**src/rtl/teq_ram.sv**
```systemverilog
// Generic single-port-write, single-port-read RAM with registered read data.
`default_nettype none

module teq_ram #(
  parameter int WIDTH = 8,
  parameter int DEPTH = 32
) (
  input  wire logic                     clk,
  input  wire logic                     we,
  input  wire logic [$clog2(DEPTH)-1:0] waddr,
  input  wire logic [WIDTH-1:0]         wdata,
  input  wire logic [$clog2(DEPTH)-1:0] raddr,
  output logic      [WIDTH-1:0]         rdata
);

  logic [WIDTH-1:0] mem [DEPTH];

  always_ff @(posedge clk) begin
    if (we) begin
      mem[waddr] <= wdata;
    end
    rdata <= mem[raddr];
  end

endmodule

`default_nettype wire

```
**config.mk**
```make
export PLATFORM = sky130hd
export DESIGN_NAME = teq_ram
export DESIGN_NICKNAME = d
export VERILOG_FILES = /design/src/rtl/teq_ram.sv
export SDC_FILE = /design/constraint.sdc
export NUM_CORES = 1
export LEC_CHECK = 0
export BUFFER_PORTS_ARGS = -buffer_cell sky130_fd_sc_hd__buf_2
export CORE_AREA = 4 4 135 137
export DETAILED_ROUTE_END_ITERATION = 8
export DIE_AREA = 0 0 139 141
export PLACE_DENSITY = 0.87
export SYNTH_ARGS = -nofsm -noshare
export SYNTH_HDL_FRONTEND = slang
export SYNTH_SLANG_ARGS = --single-unit
```
**constraint.sdc**
```tcl
create_clock -name clk -period 2.65 [get_ports clk]
set_input_delay 0.265 -clock clk [delete_from_list [all_inputs] [get_ports clk]]
set_output_delay 0.265 -clock clk [all_outputs]
set_load 0.02 [all_outputs]
```
**After elaboration in Yosys (flattened, before gate mapping)**

Memory sizes are Yosys's and may differ from the RTL's. A register that Yosys moved wholly into a read port is not among the register bits.
Index checks and enable logic that the tools add are counted.

- Memories: 1
- Output and inout bits: 8
- Word-level logic and storage cells: 3
- Input port bits: 20
- Register bits after elaboration: 0
- RAM bits: 256

- Multiplexer cells: 2

Memory list:

| name | depth | width | read ports | clocked after Yosys merged registers in | write ports | line | source |
|---|---|---|---|---|---|---|---|
| mem | 32 | 8 | 1 | 1 | 1 | 16 | `logic [WIDTH-1:0] mem [DEPTH];` |

Operators by type and width:

| kind | count |
|---|---|
| $mux 1 | 2 |

**Logic depth before layout (Yosys ltp)**

- Word-level depth: 2
- Mapped depth: 5

**Worst setup path after synthesis**

OpenSTA, ideal clock, no wires.

- Kind: input-to-reg
- Start: input raddr[2]
- End: register rdata[0], read port of mem
- Path slack: 0.583 ns
- Arrival: 1.947 ns
- Cell stages on the path: 5
- Cell sequence: clkbuf_1 > clkbuf_1 > mux4_2 > mux4_2 > mux2_2

RTL lines:

| element | line | source |
|---|---|---|
| start, declared | 12 | `input wire logic [$clog2(DEPTH)-1:0] raddr,` |
| end, declared | 13 | `output logic [WIDTH-1:0] rdata` |

==> impl_results.md <==
- Chip height: about 140 um
- Pwr dens: just under 800 nW/um2
- CP Launch Type: register
- Post-Syn Area per Cell: roughly 24 um2
- Synth Instances: 417
- Clock sink count: ~260
- Combinational power share: 0.053
- Synth Register Bits: roughly 260
- WL/cell: ~30 um
- DR iter-0 viols: between 600 and 700
- Critical path class: register to register
- # DRC: 0
- Reg clk slew, reported paths: approximately 0.070 ns
- Leak Pwr: 3.64 nW
- Final WL: 21.8 mm
- IO Pins: 28
- Clock share of power: 0.418
- Post-synthesis sequential area ratio: 0.781
- H-tree depth: 1
- Count leader, synth: edfxtp_1
- CTS tree: yes
- Core area: between 15000 and 20000 um2
- Crit path DAT: 2.26 ns
- Vias: roughly 4800
- Clk_lat worst skew: between 0.5 and 0.6 ns
- CTS Buffer Depth: 3
- Initial core utilization: 0.589
- Die width: ~140 um
- Vias in the first global route: approximately 4900
- Yosys cell types: 15
- Switching Share: 0.210
- Post-CTS setup buffer count: 0
- Layout overhead on the synthesized area: 13.9%
- Largest net degree at the start of global routing: 65
- Setup crit end kind: register
- Share of the synthesized area in the top cell type: 0.765
- CTS Root Cell: clkbuf_16
- Largest cells by area after synthesis: edfxtp_1 76%, mux4_2 18%, dfxtp_1 1.6%, nor2_1 1.2%, mux2_2 0.90%
- Post-synthesis cell area: 10100 um2
- Internal power: 0.00698 W
- Critical path launch point: mem[7][6]
- GRT Resource Usage Total: 0.230
- Cts hold-fix bufs: 0
- Worst-Margin Slew: between 0.9 and 1 ns
- Final hold vios: 0
- Period minus WS final: about 1.8 ns
- Layout cells sized above 1: 0.375
- Hold_ws: around 0.19 ns
- Post-synth EDFFs: 256
- Placed cells: roughly 670
- Slew HR: 0.358
- Num CTS Buffers: 25
- Psw: 0.00186 W
- Hold Startpoint: raddr[3]
- Synth warnings: 0
- Setup clock skew after layout: roughly 0.019 ns
- Initial antenna violation count: 0
- Via density per instance: around 6.7
- Worst-path maximum fanout: 1
- Status: complete, no violations
- GR Overflow Total: 0
- Layout Cells excl Fill: a little over 700
- Net Count, Synth: about 440
- DRT Pass-1 Iters: 5
- RSZ-0062 raised after global routing: false
- Top cell type by total area after synthesis: edfxtp_1
- Asr flop ratio synth: 0
- Top FF cell, synth: edfxtp_1
- Routability cong.: between 0.8 and 0.9
- Nets: 495
- Critical path required time: 3.07 ns
- Post_cts resized: 0
- Ant diodes: 0
- Overall power: 0.00883 W
- Worst vdd ir: 0.675 mV
- Die area: roughly 20000 um2
- Final Cycle Share: 0.696
- Commonest cells in the netlist: 256 x edfxtp_1, 80 x mux4_2, 33 x nor2_1
- I/O Buffers: 27
- Max Clk Rate: 542 MHz
- Sequential share of power: 0.529
- Fillers: between 1000 and 1500
- # rows: 48
- Worst R2R Start: mem[7][6]
- Setup TNS: 0 ns
- Global-route wire length before repair: between 30 and 40 mm
- DP HPWL: between 10 and 15 mm
- Hold/Removal Path Class: input port to register
- Max-slew violations: 0
- Endpoints failing setup: 0
- Antenna Violating Nets Remaining: 0
- Max-cap viol count: 0
[cells by family (layout without fill, tap and decap cells)]
logic type	count (synthesis)	in the layout	share of synthesized area
buffers and inverters	20	96	0.0106
muxes	88	88	0.188
and+or+nand+nor	45	45	0.0207
DFF	264	264	0.781
[power by group through the flow]
stage	Clock [W]	Combinational (W)	Sequential [W]
CTS	0.00374	0.000465	0.00467
global placement	0	0.000434	0.00476
detailed placement	0	0.000456	0.00476
floorplan	0	0.000247	0.00476
global route	0.00393	0.000488	0.00467
finish	0.00370	0.000464	0.00467
[state kept, by name, summed over array words and instances, names as in the netlist]
signal / flops
mem: 256
rdata: 8
[final cells by class]
cell class                 count  area (um2)  area share
sequential                   264        7850       0.685
multi-input combinational    133        2100       0.183
clock buffer                  25         626      0.0546
timing repair buffer          51         368      0.0321
tap                          225         282      0.0246
clock inverter                20         229      0.0200
[final timing paths]
kind                            slack (ns)  depth (start not counted)       end
worst min-delay path                  0.19                          2  rdata[5]
worst min register to register        0.93                          3  rdata[5]
worst max register to register        0.81                          3  rdata[6]
worst max-delay path                  0.81                          3  rdata[6]
[metal layers]
| metal | wire (um) | track usage | vias up |
|---|---|---|---|
| li1 | - | - | 1899 |
| met5 | 0 | 0 | - |
| met1 | 7620 | 0.317 | 2457 |
| met3 | 2500 | 0.0509 | 49 |
| met2 | 10900 | 0.369 | 375 |
| met4 | 788 | 0.0860 | 0 |
[cells in the final DEF (no fill, tap or decap), drive strengths merged]
cell        n
edfxtp    256
mux4       80
buf        51
nor2       33
clkbuf     25
clkinv     10
mux2        8
dfxtp       8
nand3b      5
inv         4
bufinv      4
or3b        3
nand3       2
clkinvlp    2
nand2       1
or3         1
[per-stage QoR]
stage / setup WS [ns] / utilization / cell area [um2]
floorplan: 0.583 / - / 10100
global placement: 0.416 / 0.621 / 10600
detailed placement: 0.358 / 0.621 / 10600
CTS: 0.791 / 0.671 / 11500
global route: 0.788 / 0.671 / 11500
finish: 0.806 / 0.671 / 11500
[critical path, stage by stage (launching register included)]
cell and delay, ns:
edfxtp_1 0.42, mux4_2 0.53, mux4_2 0.50, mux2_2 0.28
Power figures use the tool's default switching activity.
